<file path="src/hdl/vrf_pkg.sv">
// Package of the video register file: types, command and mode codes, register addresses.
// No dependencies; vrf_exec and the top level import it.
package vrf_pkg;

    localparam int unsigned DEPTH  = 128;

    typedef enum logic [1:0] {
        CMD_WRITE  = 2'd0,
        CMD_READ   = 2'd1,
        CMD_TICK   = 2'd2,
        CMD_UNUSED = 2'd3
    } t_cmd;

    typedef enum logic [1:0] {
        MODE_LEGACY   = 2'd0,
        MODE_EXTENDED = 2'd1,
        MODE_RSVD     = 2'd2,
        MODE_NEWEST   = 2'd3
    } t_mode;

    typedef enum logic {
        ST_IDLE,
        ST_EXEC
    } t_state;

    localparam logic [6:0] ADDR_CTRL1      = 7'h11;
    localparam logic [6:0] ADDR_RASTER     = 7'h12;
    localparam logic [6:0] ADDR_CTRL2      = 7'h16;
    localparam logic [6:0] ADDR_MEMPTR     = 7'h18;
    localparam logic [6:0] ADDR_IRQ_STATUS = 7'h19;
    localparam logic [6:0] ADDR_IRQ_ENABLE = 7'h1A;
    localparam logic [6:0] ADDR_COLOUR_LO  = 7'h20;
    localparam logic [6:0] ADDR_BG0        = 7'h21;
    localparam logic [6:0] ADDR_COLOUR_HI  = 7'h2E;
    localparam logic [6:0] ADDR_KEY        = 7'h2F;
    localparam logic [6:0] ADDR_MAP        = 7'h30;
    localparam logic [6:0] ADDR_EXT_TOP    = 7'h3D;

    localparam logic [6:0] MASK_LEGACY = 7'h3F;
    localparam logic [6:0] MASK_WIDE   = 7'h7F;

    localparam logic [7:0] KNOCK_EXT_A    = 8'hA5;
    localparam logic [7:0] KNOCK_EXT_B    = 8'h96;
    localparam logic [7:0] KNOCK_NEWEST_A = 8'h47;
    localparam logic [7:0] KNOCK_NEWEST_B = 8'h53;

    localparam logic [7:0] MAP_BITS  = 8'hF8;
    localparam logic [7:0] FILL_HIGH = 8'hF0;
    localparam logic [7:0] FILL_CTRL2 = 8'hC0;
    localparam logic [7:0] FILL_MEMPTR = 8'h01;
    localparam logic [7:0] HIDDEN_READ = 8'hFF;

    // Everything the execute logic needs for one word, and what it hands back.
    typedef struct packed {
        t_cmd       cmd;
        logic [6:0] addr;
        logic [7:0] wdata;
        logic [8:0] line;
        logic [7:0] old;
        t_mode      mode;
        logic [8:0] compare;
        logic [3:0] status;
        logic [3:0] enable;
        logic [8:0] cur_line;
        logic       newest_ok;
    } t_exec_in;

    typedef struct packed {
        t_mode      mode;
        logic [8:0] compare;
        logic [3:0] status;
        logic [3:0] enable;
        logic [8:0] cur_line;
        logic       ram_we;
        logic [7:0] ram_wdata;
        logic [7:0] read_data;
        logic       irq;
        logic       map_changed;
    } t_exec_out;

endpackage

</file>
<file path="src/hdl/vrf_if.sv">
// Handshake channels of the video register file: request words in, response words out.
// Depends on nothing; payload widths follow the block's field list.
interface vrf_req_if;
    logic       valid;
    logic       ready;
    logic [1:0] cmd;
    logic [6:0] addr;
    logic [7:0] wdata;
    logic [8:0] line;

    modport source (output valid, output cmd, output addr, output wdata, output line,
                    input ready);
    modport sink   (input valid, input cmd, input addr, input wdata, input line,
                    output ready);
endinterface

interface vrf_rsp_if;
    logic       valid;
    logic       ready;
    logic [7:0] read_data;
    logic       irq;
    logic [1:0] io_mode;
    logic       memory_map_changed;

    modport source (output valid, output read_data, output irq, output io_mode,
                    output memory_map_changed, input ready);
    modport sink   (input valid, input read_data, input irq, input io_mode,
                    input memory_map_changed, output ready);
endinterface

</file>
<file path="src/hdl/vrf_ram.sv">
// Generic single-port-write, single-port-read RAM with registered read data.
// No dependencies.
module vrf_ram #(
    parameter int unsigned WIDTH = 8,
    parameter int unsigned DEPTH = 128
) (
    input  logic                     i_clk,
    input  logic                     i_we,
    input  logic [$clog2(DEPTH)-1:0] i_waddr,
    input  logic [WIDTH-1:0]         i_wdata,
    input  logic                     i_re,
    input  logic [$clog2(DEPTH)-1:0] i_raddr,
    output logic [WIDTH-1:0]         o_rdata
);
    logic [WIDTH-1:0] r_mem [DEPTH];
    logic [WIDTH-1:0] r_rdata;

    always_ff @(posedge i_clk) begin
        if (i_we) begin
            r_mem[i_waddr] <= i_wdata;
        end
        if (i_re) begin
            r_rdata <= r_mem[i_raddr];
        end
    end

    assign o_rdata = r_rdata;
endmodule

</file>
<file path="src/hdl/vrf_exec.sv">
// Execute logic: decodes one word against the byte read back from the bank and the
// scalar state, giving the write-back, next state and response. Uses vrf_pkg.
module vrf_exec (
    input  vrf_pkg::t_exec_in  i_x,
    output vrf_pkg::t_exec_out o_y
);
    import vrf_pkg::*;

    t_mode      new_mode;
    logic       wr_open;
    logic [7:0] rd_val;
    logic       irq_prev;

    assign irq_prev = |(i_x.status & i_x.enable);

    // Knock check against the byte already held in the key register.
    always_comb begin
        new_mode = i_x.mode;
        if (i_x.addr == ADDR_KEY) begin
            priority if (i_x.wdata == KNOCK_EXT_B && i_x.old == KNOCK_EXT_A) begin
                new_mode = MODE_EXTENDED;
            end else if (i_x.wdata == KNOCK_NEWEST_B && i_x.old == KNOCK_NEWEST_A
                         && i_x.newest_ok) begin
                new_mode = MODE_NEWEST;
            end else begin
                new_mode = MODE_LEGACY;
            end
        end
    end

    assign wr_open = !(new_mode == MODE_LEGACY && i_x.addr > ADDR_KEY)
                  && !(new_mode != MODE_NEWEST && i_x.addr > ADDR_EXT_TOP);

    always_comb begin
        if (i_x.mode == MODE_LEGACY && i_x.addr > ADDR_KEY) begin
            rd_val = HIDDEN_READ;
        end else begin
            priority if (i_x.addr == ADDR_CTRL1) begin
                rd_val = {i_x.cur_line[8], i_x.old[6:0]};
            end else if (i_x.addr == ADDR_RASTER) begin
                rd_val = i_x.cur_line[7:0];
            end else if (i_x.addr == ADDR_CTRL2) begin
                rd_val = i_x.old | FILL_CTRL2;
            end else if (i_x.addr == ADDR_MEMPTR) begin
                rd_val = i_x.old | FILL_MEMPTR;
            end else if (i_x.addr == ADDR_IRQ_STATUS) begin
                rd_val = {irq_prev, 3'b111, i_x.status};
            end else if (i_x.addr == ADDR_IRQ_ENABLE) begin
                rd_val = i_x.old | FILL_HIGH;
            end else if (i_x.addr >= ADDR_COLOUR_LO && i_x.addr <= ADDR_COLOUR_HI) begin
                rd_val = i_x.old | FILL_HIGH;
            end else begin
                rd_val = i_x.old;
            end
        end
    end

    always_comb begin
        o_y.mode        = i_x.mode;
        o_y.compare     = i_x.compare;
        o_y.status      = i_x.status;
        o_y.enable      = i_x.enable;
        o_y.cur_line    = i_x.cur_line;
        o_y.ram_we      = 1'b0;
        o_y.ram_wdata   = i_x.wdata;
        o_y.read_data   = '0;
        o_y.map_changed = 1'b0;
        unique case (i_x.cmd)
            CMD_WRITE: begin
                o_y.mode   = new_mode;
                o_y.ram_we = wr_open;
                if (wr_open) begin
                    priority if (i_x.addr == ADDR_CTRL1) begin
                        o_y.compare[8] = i_x.wdata[7];
                    end else if (i_x.addr == ADDR_RASTER) begin
                        o_y.compare[7:0] = i_x.wdata;
                    end else if (i_x.addr == ADDR_IRQ_STATUS) begin
                        o_y.status = i_x.status & ~i_x.wdata[3:0];
                    end else if (i_x.addr == ADDR_IRQ_ENABLE) begin
                        o_y.enable    = i_x.wdata[3:0];
                        o_y.ram_wdata = {4'h0, i_x.wdata[3:0]};
                    end else if (i_x.addr == ADDR_BG0 && new_mode == MODE_LEGACY) begin
                        o_y.ram_wdata = {4'h0, i_x.wdata[3:0]};
                    end else if (i_x.addr == ADDR_MAP) begin
                        o_y.map_changed = |((i_x.wdata ^ i_x.old) & MAP_BITS);
                    end else begin
                        o_y.ram_wdata = i_x.wdata;
                    end
                end
            end
            CMD_READ: begin
                o_y.read_data = rd_val;
            end
            CMD_TICK: begin
                o_y.cur_line  = i_x.line;
                o_y.status[0] = (i_x.line == i_x.compare);
            end
            default: begin
                o_y.read_data = '0;
            end
        endcase
        o_y.irq = |(o_y.status & o_y.enable);
    end
endmodule

</file>
<file path="src/hdl/video_register_file_raster_irq.sv">
// Top level of the video register file with raster interrupt.
// Depends on vrf_pkg, vrf_if (channels), vrf_ram and vrf_exec.
//
//  channel   dir  handshake          payload
//  i_req     in   valid/ready        cmd[1:0] addr[6:0] wdata[7:0] line[8:0]
//  o_rsp     out  valid/ready        read_data[7:0] irq io_mode[1:0] memory_map_changed
//  i_cfg_*   in   write enable only  wdata[0] = newest mode allowed
//
// Each request word is handled in an accept step and an execute step: the accept step
// reads the addressed byte from the bank RAM into its read register, and the execute step
// modifies it, writes it back and loads the response register; one word is in flight.
// A new word is taken while the previous response still waits in the output register;
// a stalled response holds the execute step until the sink takes it.
// Reset is synchronous and active low; the bank needs no clearing pass, a valid bit per
// byte makes never-written entries read as zero.
module video_register_file_raster_irq (
    input  logic     i_clk,
    input  logic     i_rst_n,
    input  logic     i_cfg_we,
    input  logic     i_cfg_wdata,
    vrf_req_if.sink  i_req,
    vrf_rsp_if.source o_rsp
);
    import vrf_pkg::*;

    t_state     r_state, n_state;

    // Captured word, address already masked for the mode at accept.
    t_cmd       r_cmd;
    logic [6:0] r_addr;
    logic [7:0] r_wdata;
    logic [8:0] r_line;

    // Scalar state beside the bank.
    t_mode      r_mode;
    logic [8:0] r_compare;
    logic [3:0] r_status;
    logic [3:0] r_enable;
    logic [8:0] r_cur_line;
    logic       r_newest_ok;
    logic [DEPTH-1:0] r_valid;

    // Response register.
    logic       r_out_valid;
    logic [7:0] r_out_read_data;
    logic       r_out_irq;
    t_mode      r_out_mode;
    logic       r_out_map;

    logic       accept;
    logic       finish;
    logic       out_free;
    logic [6:0] masked_addr;
    logic [7:0] ram_rdata;
    t_exec_in   x_in;
    t_exec_out  x_out;

    assign accept      = i_req.valid && i_req.ready;
    assign out_free    = !r_out_valid || o_rsp.ready;
    assign masked_addr = i_req.addr & ((r_mode != MODE_LEGACY) ? MASK_WIDE : MASK_LEGACY);

    // Next state: sit in execute until the response register can take the result.
    always_comb begin
        n_state = r_state;
        unique case (r_state)
            ST_IDLE: if (i_req.valid) n_state = ST_EXEC;
            ST_EXEC: if (out_free) n_state = ST_IDLE;
            default: n_state = ST_IDLE;
        endcase
    end

    // State outputs.
    always_comb begin
        i_req.ready = 1'b0;
        finish      = 1'b0;
        unique case (r_state)
            ST_IDLE: i_req.ready = 1'b1;
            ST_EXEC: finish      = out_free;
            default: begin
                i_req.ready = 1'b0;
                finish      = 1'b0;
            end
        endcase
    end

    vrf_ram #(
        .WIDTH (8),
        .DEPTH (DEPTH)
    ) u_bank (
        .i_clk   (i_clk),
        .i_we    (finish && x_out.ram_we),
        .i_waddr (r_addr),
        .i_wdata (x_out.ram_wdata),
        .i_re    (accept),
        .i_raddr (masked_addr),
        .o_rdata (ram_rdata)
    );

    // Feed the execute logic; an entry never written reads as zero.
    always_comb begin
        x_in.cmd       = r_cmd;
        x_in.addr      = r_addr;
        x_in.wdata     = r_wdata;
        x_in.line      = r_line;
        x_in.old       = r_valid[r_addr] ? ram_rdata : 8'h00;
        x_in.mode      = r_mode;
        x_in.compare   = r_compare;
        x_in.status    = r_status;
        x_in.enable    = r_enable;
        x_in.cur_line  = r_cur_line;
        x_in.newest_ok = r_newest_ok;
    end

    vrf_exec u_exec (
        .i_x (x_in),
        .o_y (x_out)
    );

    always_ff @(posedge i_clk) begin
        if (!i_rst_n) begin
            r_state     <= ST_IDLE;
            r_mode      <= MODE_LEGACY;
            r_compare   <= '0;
            r_status    <= '0;
            r_enable    <= '0;
            r_cur_line  <= '0;
            r_newest_ok <= 1'b0;
            r_valid     <= '0;
            r_out_valid <= 1'b0;
        end else begin
            r_state <= n_state;
            if (i_cfg_we) begin
                r_newest_ok <= i_cfg_wdata;
            end
            if (finish) begin
                r_mode     <= x_out.mode;
                r_compare  <= x_out.compare;
                r_status   <= x_out.status;
                r_enable   <= x_out.enable;
                r_cur_line <= x_out.cur_line;
                if (x_out.ram_we) begin
                    r_valid[r_addr] <= 1'b1;
                end
            end
            // Load on finish, drop when taken.
            if (finish) begin
                r_out_valid <= 1'b1;
            end else if (o_rsp.ready) begin
                r_out_valid <= 1'b0;
            end
        end
    end

    // Payload registers: no reset.
    always_ff @(posedge i_clk) begin
        if (accept) begin
            r_cmd   <= t_cmd'(i_req.cmd);
            r_addr  <= masked_addr;
            r_wdata <= i_req.wdata;
            r_line  <= i_req.line;
        end
        if (finish) begin
            r_out_read_data <= x_out.read_data;
            r_out_irq       <= x_out.irq;
            r_out_mode      <= x_out.mode;
            r_out_map       <= x_out.map_changed;
        end
    end

    assign o_rsp.valid              = r_out_valid;
    assign o_rsp.read_data          = r_out_read_data;
    assign o_rsp.irq                = r_out_irq;
    assign o_rsp.io_mode            = r_out_mode;
    assign o_rsp.memory_map_changed = r_out_map;

    // A response appears only out of an execute step.
    a_rsp_from_exec: assert property (@(posedge i_clk) disable iff (!i_rst_n)
        $rose(r_out_valid) |-> $past(r_state == ST_EXEC))
        else $error("response loaded without an execute step");

    // The bank is written back only while a word is being executed.
    a_wb_in_exec: assert property (@(posedge i_clk) disable iff (!i_rst_n)
        (finish && x_out.ram_we) |-> (r_state == ST_EXEC))
        else $error("bank write outside execute");

    // A stalled response blocks the execute step from completing.
    a_stall_holds: assert property (@(posedge i_clk) disable iff (!i_rst_n)
        (r_state == ST_EXEC && r_out_valid && !o_rsp.ready) |=> (r_state == ST_EXEC))
        else $error("execute step left while response stalled");

    // The interrupt in a response matches the state it leaves behind.
    a_irq_level: assert property (@(posedge i_clk) disable iff (!i_rst_n)
        finish |=> (r_out_irq == |(r_status & r_enable)))
        else $error("response interrupt level disagrees with state");
endmodule
</file>
<file path="src/flat_wrapper.sv">
// flat-port wrapper written by rule: the top's interface ports become plain ports
module video_register_file_raster_irq_flat import vrf_pkg::*;
  (i_clk, i_rst_n, i_cfg_we, i_cfg_wdata, i_req_valid, i_req_cmd, i_req_addr, i_req_wdata, i_req_line, i_req_ready, o_rsp_valid, o_rsp_read_data, o_rsp_irq, o_rsp_io_mode, o_rsp_memory_map_changed, o_rsp_ready);
  vrf_req_if i_req_i ();
  vrf_rsp_if o_rsp_i ();
  input  logic i_clk;
  input  logic i_rst_n;
  input  logic i_cfg_we;
  input  logic i_cfg_wdata;
  input wire logic [$bits(i_req_i.valid)-1:0] i_req_valid;
  input wire logic [$bits(i_req_i.cmd)-1:0] i_req_cmd;
  input wire logic [$bits(i_req_i.addr)-1:0] i_req_addr;
  input wire logic [$bits(i_req_i.wdata)-1:0] i_req_wdata;
  input wire logic [$bits(i_req_i.line)-1:0] i_req_line;
  output wire logic [$bits(i_req_i.ready)-1:0] i_req_ready;
  output wire logic [$bits(o_rsp_i.valid)-1:0] o_rsp_valid;
  output wire logic [$bits(o_rsp_i.read_data)-1:0] o_rsp_read_data;
  output wire logic [$bits(o_rsp_i.irq)-1:0] o_rsp_irq;
  output wire logic [$bits(o_rsp_i.io_mode)-1:0] o_rsp_io_mode;
  output wire logic [$bits(o_rsp_i.memory_map_changed)-1:0] o_rsp_memory_map_changed;
  input wire logic [$bits(o_rsp_i.ready)-1:0] o_rsp_ready;
  assign i_req_i.valid = i_req_valid;
  assign i_req_i.cmd = i_req_cmd;
  assign i_req_i.addr = i_req_addr;
  assign i_req_i.wdata = i_req_wdata;
  assign i_req_i.line = i_req_line;
  assign i_req_ready = i_req_i.ready;
  assign o_rsp_valid = o_rsp_i.valid;
  assign o_rsp_read_data = o_rsp_i.read_data;
  assign o_rsp_irq = o_rsp_i.irq;
  assign o_rsp_io_mode = o_rsp_i.io_mode;
  assign o_rsp_memory_map_changed = o_rsp_i.memory_map_changed;
  assign o_rsp_i.ready = o_rsp_ready;
  video_register_file_raster_irq u_core (.i_clk(i_clk), .i_rst_n(i_rst_n), .i_cfg_we(i_cfg_we), .i_cfg_wdata(i_cfg_wdata), .i_req(i_req_i), .o_rsp(o_rsp_i));
endmodule
</file>
<file path="config.mk">
export PLATFORM = sky130hd
export DESIGN_NAME = video_register_file_raster_irq_flat
export DESIGN_NICKNAME = d
export VERILOG_FILES = /design/src/hdl/vrf_pkg.sv /design/src/hdl/vrf_if.sv /design/src/hdl/vrf_ram.sv /design/src/hdl/vrf_exec.sv /design/src/hdl/video_register_file_raster_irq.sv /design/src/flat_wrapper.sv
export SDC_FILE = /design/constraint.sdc
export NUM_CORES = 1
export LEC_CHECK = 0
export ABC_AREA = 1
export BUFFER_PORTS_ARGS = -buffer_cell sky130_fd_sc_hd__buf_2
export CAP_MARGIN = 30
export CORE_ASPECT_RATIO = 1.75
export CORE_UTILIZATION = 52
export CTS_CLUSTER_SIZE = 12
export DETAILED_ROUTE_END_ITERATION = 7
export PLACE_DENSITY = 0.66
export SYNTH_ARGS = -nofsm -noshare
export SYNTH_HDL_FRONTEND = slang
export SYNTH_HIERARCHICAL = 1
export SYNTH_SLANG_ARGS = --single-unit
</file>
<file path="constraint.sdc">
create_clock -name i_clk -period 5.1 [get_ports i_clk]
set_input_delay 0.51 -clock i_clk [delete_from_list [all_inputs] [get_ports i_clk]]
set_output_delay 0.51 -clock i_clk [all_outputs]
set_load 0.03 [all_outputs]
</file>
* After elaboration in Yosys (flattened, before gate mapping) *
Memory sizes are Yosys's and may differ from the RTL's. A register that Yosys moved wholly into a read port is not among the register bits.
Index checks and enable logic that the tools add are counted.

storage, ports and cells
  flip-flop bits (word level) = 197
  latch bits = 0
  memory bits (writable) = 1024
  bits in read-only memories = 0
  input bits = 32
  output and inout port bits = 14
  logic and storage cells = 127
  memories kept = 1

cells by class
  add/subtract/negate cells = 0
  multipliers = 0
  divide/modulo/power cells = 0
  order comparisons = 6
  eq/ne operators = 17
  shift operators = 0
  mux-type cells = 44
  bitwise gates (word level) = 12
  reductions and logical operators = 29

memory list
  name                 words  width  rd ports  clocked after Yosys merged registers in  write ports  line           source
  u_core.u_bank.r_mem  128    8      1         1                                        1            vrf_ram.sv:15  logic [WIDTH-1:0] r_mem [DEPTH];

operator list
  operator                                                                             number
  8-bit two-way mux                                                                    17
  128-bit bitwise OR                                                                   1
  7-bit by 5-bit equality test with 1-bit output, second input constant                6
  7-bit by 6-bit equality test with 1-bit output, second input constant                3
  17-bit two-way mux                                                                   1
  8-bit by 7-bit equality test with 1-bit output, second input constant                2
  8-bit equality test, second input constant                                           2
  16-bit two-way mux                                                                   1
  4-bit two-way mux                                                                    4
  7-bit by 6-bit > comparator with 1-bit output, second input constant                 2
  14-bit two-way mux                                                                   1
  4-bit bitwise AND                                                                    3
  1-bit logical AND                                                                    12
  1-bit two-way mux                                                                    11
  9-bit equality test                                                                  1
  9-bit two-way mux                                                                    1
  7-bit by 8-bit < comparator with 1-bit output, second input constant                 1
  4-bit OR reduction                                                                   2
  8-bit OR reduction                                                                   1
  8-bit bitwise XOR                                                                    1
  7-bit bitwise AND                                                                    1
  1-bit binary-select mux with 7-bit select                                            1
  1-bit demux with 7-bit select                                                        1
  7-bit by 1-bit greater-or-equal comparator with 1-bit output, second input constant  1
  other kinds (18)                                                                     31

* Depth between registers and ports, before layout *
  depth after elaboration = 21
  mapped depth = 31
  gate-level depth less buffers = 28

* Cells and area by module *
The synthesis kept the hierarchy.

modules (own cells, without submodules)
  module                          times used  cells an instance  area each (um2)  seq. area each (um2)
  vrf_ram                         1           3575               42184.2          30989.7
  video_register_file_raster_irq  1           1051               7997.7           4324.1
  vrf_exec                        1           298                1401.3           0.0

* Least setup slack after synthesis *
Ideal clock, no wire load.

  path type = register to register
  start point = register u_core.r_addr[1]
  end point = memory u_core.u_bank.r_mem[0][5] (data pin)
  library setup time = 0.511 ns
  arrival = 4.008 ns
  required time = 4.589 ns
  slack = 0.581 ns
  cell stages (with the launch flop) = 22
  path buffers = 1
  period minus slack after synthesis = 4.519 ns
  cell sequence = edfxtp_1 > buf_2 > nand2_2 > inv_2 > nand3_1 > nand2_1 > nor2_1 > nor2_1 > nor2_1 > nand2_1 > nand2_1 > nand3_1 > nor2_4 > nor2_1 > or2_2 > nor2_1 > nand3_1 > nand3_1 > nand2_1 > nand3_2 > nand4_1 > nand2_1

RTL lines
  item                    line                                   source
  from (decl)             video_register_file_raster_irq.sv:30   logic [6:0] r_addr;
  from (signal assigned)  video_register_file_raster_irq.sv:158  r_addr <= masked_addr;
  to (decl)               vrf_ram.sv:15

==> results.cfg <==
[global_routing]
grt_usage_pct = 27.75
grt_pass1_vias = 34880
antenna_found_initial = 2
grt_max_degree = 178
grt_pass1_wl_um = 206300
grt_overflow_total = 0

[sta]
min_period_ns = 4.816
worst_pin_slew_ns = 1.005
fin_crit_sh_pct = 94.44
finalClockSkew_ns = 0.03023
rsz0062_at_grt = true
hold_violations = 0
fmax_mhz = 207.6
slew_headroom_pct = 32.76
hold_ws_ns = 0.05783
finalMaxSlewViolations = 0
finalSetupViolCount = 0

[min_path]
hold_class = input pin to register
hold_path_depth = 4

[logic_synthesis]
synth_area_sq_um = 51580
synth_seq_cells = 1229
netlist_instances = 4924
yosysTopAreaCell = edfxtp_1
yosysUniqueCellTypes = 40
synth_warnings = 6
syn_nets = 4956
syn-mean-instance-area_sq_um = 10.48
synthTopCellsByArea = edfxtp_1 (62%), nand2_1 (12%), nand3_1 (9.5%)
seq_area_frac_synth_pct = 68.46
synth_edf_count = 1070
synthFlopType = edfxtp_1
synth_top_area_share_pct = 62.29
postSynth.asyncResetShare_pct = 0

[detailed_routing]
drt_iter0_markers = 3427
routed_wl_um = 138400
first_pass_iters = 8
drt-wirelength-per-cell_um = 22.07
drc = 0
detail-route-antenna-nets = 0
viasPerCell = 5.698
dr_total_vias = 35739

[layout]
fill_cells = 8228
n_antenna_cell = 0
syn2layout_area_growth_pct = 9.627
seq_area_sq_um = 35310
fin_util_pct = 57.62
stdcell_area_sq_um = 56550
fin_nets = 4941
drive_above_1_share_pct = 8.221
multi_input_area_sq_um = 14170

[setup_path]
cp.required_ns = 5.46
critPathCaptureType = register
crit_fanout = 32
worstSetupStartpointType = register
worstSetupPathType = register to register
crit_arrival_ns = 5.17
reg2reg_depth = 26

[die]
rows = 152
die-area_sq_um = 100500
initial_utilization_pct = 52.56
die_w_um = 240.1
io_pins = 46
coreArea_sq_um = 98130
die_h_um = 418.7

[clock_tree]
clk-insertion-delay-late_ns = 0.73
cts_max_path_buffers = 3
cts_root_buf = clkbuf_16
h-tree-depth = 3
clkTransAtPathRegs_ns = 0.06
numCtsBuffers = 114
tritoncts = built
cts.sinks = 1229

[power_and_ir_drop]
p_leak_uw = 0.02022
power.density_nw_per_um2 = 357.8
ir_drop_uv = 256.9

[place]
place_hpwl_um = 85450
place.port_buffers = 45
gp_congestion = 0.9312
dpl_cell_area_sq_um = 52930

[run_status]
status = completed

[job]
maxCapViolCount = 0
-- kinds of logic (layout without fill, tap and decap cells) --
group	after synthesis	in the layout	share of synthesized area [%]
AO/OA/AOI/OAI	246	246	2.481
XOR/XNOR	8	8	0.1358
buffers and inverters	486	525	4.618
flip-flops	1229	1229	68.46
AND/OR/NAND/NOR	2955	2955	24.30
-- per-layer routing --
layer | vias up | track usage (%) | share of wire [%]
met2 | 1544 | 49.40 | 52
met5 | - | 0 | 0.017
li1 | 16755 | - | -
met4 | 4 | 18.53 | 6.7
met1 | 17045 | 30.61 | 35
met3 | 391 | 3.757 | 6.4
-- cell type report --
class	instances	share of cell area, %
multi-input combinational	3209	25.06
inverter	195	1.343
clock inverter	8	0.1593
clock buffer	162	5.443
sequential	1229	62.45
tap	1309	2.896
timing repair buffer	160	2.653
-- worst max-delay path, stage by stage (launching register included) --
cell and delay, ns:
edfxtp_1 0.45, clkinv_1 0.07, buf_4 0.30, nand2_1 0.09, nand3_1 0.08, nand2_1 0.05
nor2_1 0.12, nor2_1 0.05, nor2_1 0.21, nand2_1 0.08, nand2_1 0.06, nand3_1 0.15
nor2_4 0.26, nor2_1 0.13, inv_1 0.07, nand2_1 0.06, nor3_1 0.22, nand3_1 0.11
nand3_1 0.12, nand3_1 0.09, nand2_1 0.06, nand3_1 0.08, inv_1 0.10, nand2_2 0.06
inv_1 0.30, nand3_1 0.38, nor2_1 0.67
-- state kept, by name (all words and copies together) (netlist names) --
name,flops
u_core/r_valid,128
u_core/r_cur_line,9
u_core/r_enable,4
u_core/r_status,4
u_core/o_rsp.irq,1
u_core/o_rsp.valid,1
u_core/r_compare,9
u_core/r_state,1
u_core/r_line,9
u_core/o_rsp.io_mode,2
u_core/r_addr,7
u_core/o_rsp.read_data,8
u_core/u_bank/r_mem,1024
u_core/u_bank/o_rdata,8
u_core/r_mode,2
u_core/r_cmd,2
u_core/r_wdata,8
u_core/r_newest_ok,1
u_core/o_rsp.memory_map_changed,1
-- what timing repair did --
item,in CTS,in global routing
setup endpoints to repair,0,763
buffers inserted,0,0
endpoints found under the hold margin,20,0
resized for setup,0,97
hold buffers,21,0
-- layout by cell type, fill, tap and decap left out, types with 67 or more instances in the layout --
master	count
nand2_1	1625
inv_1	178
a21oi_1	135
dfxtp_1	159
clkbuf_16	115
edfxtp_1	1070
nand3_1	983
o21ai_0	67
nor2_1	198
buf_4	71
nor2_2	102
-- per-stage QoR --
step | instances | worst slack [ns] | power [uW] | TNS, ns
floorplan | 4924 | 0.5813 | 12240 | 0
global placement | 6075 | 0.3524 | 12780 | 0
detailed placement | 6081 | 0.3827 | 12810 | 0
CTS | 6272 | 0.3546 | 20350 | 0
global route | 6272 | -0.1852 | 20840 | -6.613
finish | 6272 | 0.2837 | 20240 | 0
-- cell usage after synthesis (all sizes together) (2+ instances only) --
library cell / number
nor2: 304
buf: 231
clkbuf: 60
xor2: 2
dfxtp: 159
a31oi: 7
clkinv: 2
nand4: 7
o211ai: 2
a21oi: 135
xnor2: 6
nand2: 1634
inv: 193
o21ai: 92
nand3: 985
nor3: 23
edfxtp: 1070
a41oi: 3
-- worst paths after layout --
path         slack [ns]                              endpoint                             start
max reg2reg        0.28  u_core/u_bank/r_mem[84][7]$_DFFE_PP_        u_core/r_addr[0]$_DFFE_PP_
min                0.06       u_core/o_rsp.valid$_SDFFE_PN0P_                       o_rsp_ready
max                0.28  u_core/u_bank/r_mem[84][7]$_DFFE_PP_        u_core/r_addr[0]$_DFFE_PP_
min reg2reg        0.45      u_core/r_valid[102]$_SDFFE_PN0P_  u_core/r_valid[102]$_SDFFE_PN0P_
-- power by group --
part	switching, uW	total (uW)	internal [uW]	leakage [uW]
logic	1170	1550	375	0.00775
clock network	3470	7600	4130	0.00153
registers	46.1	11100	11000	0.0109
Note: power is estimated with default switching activity, not from simulation.
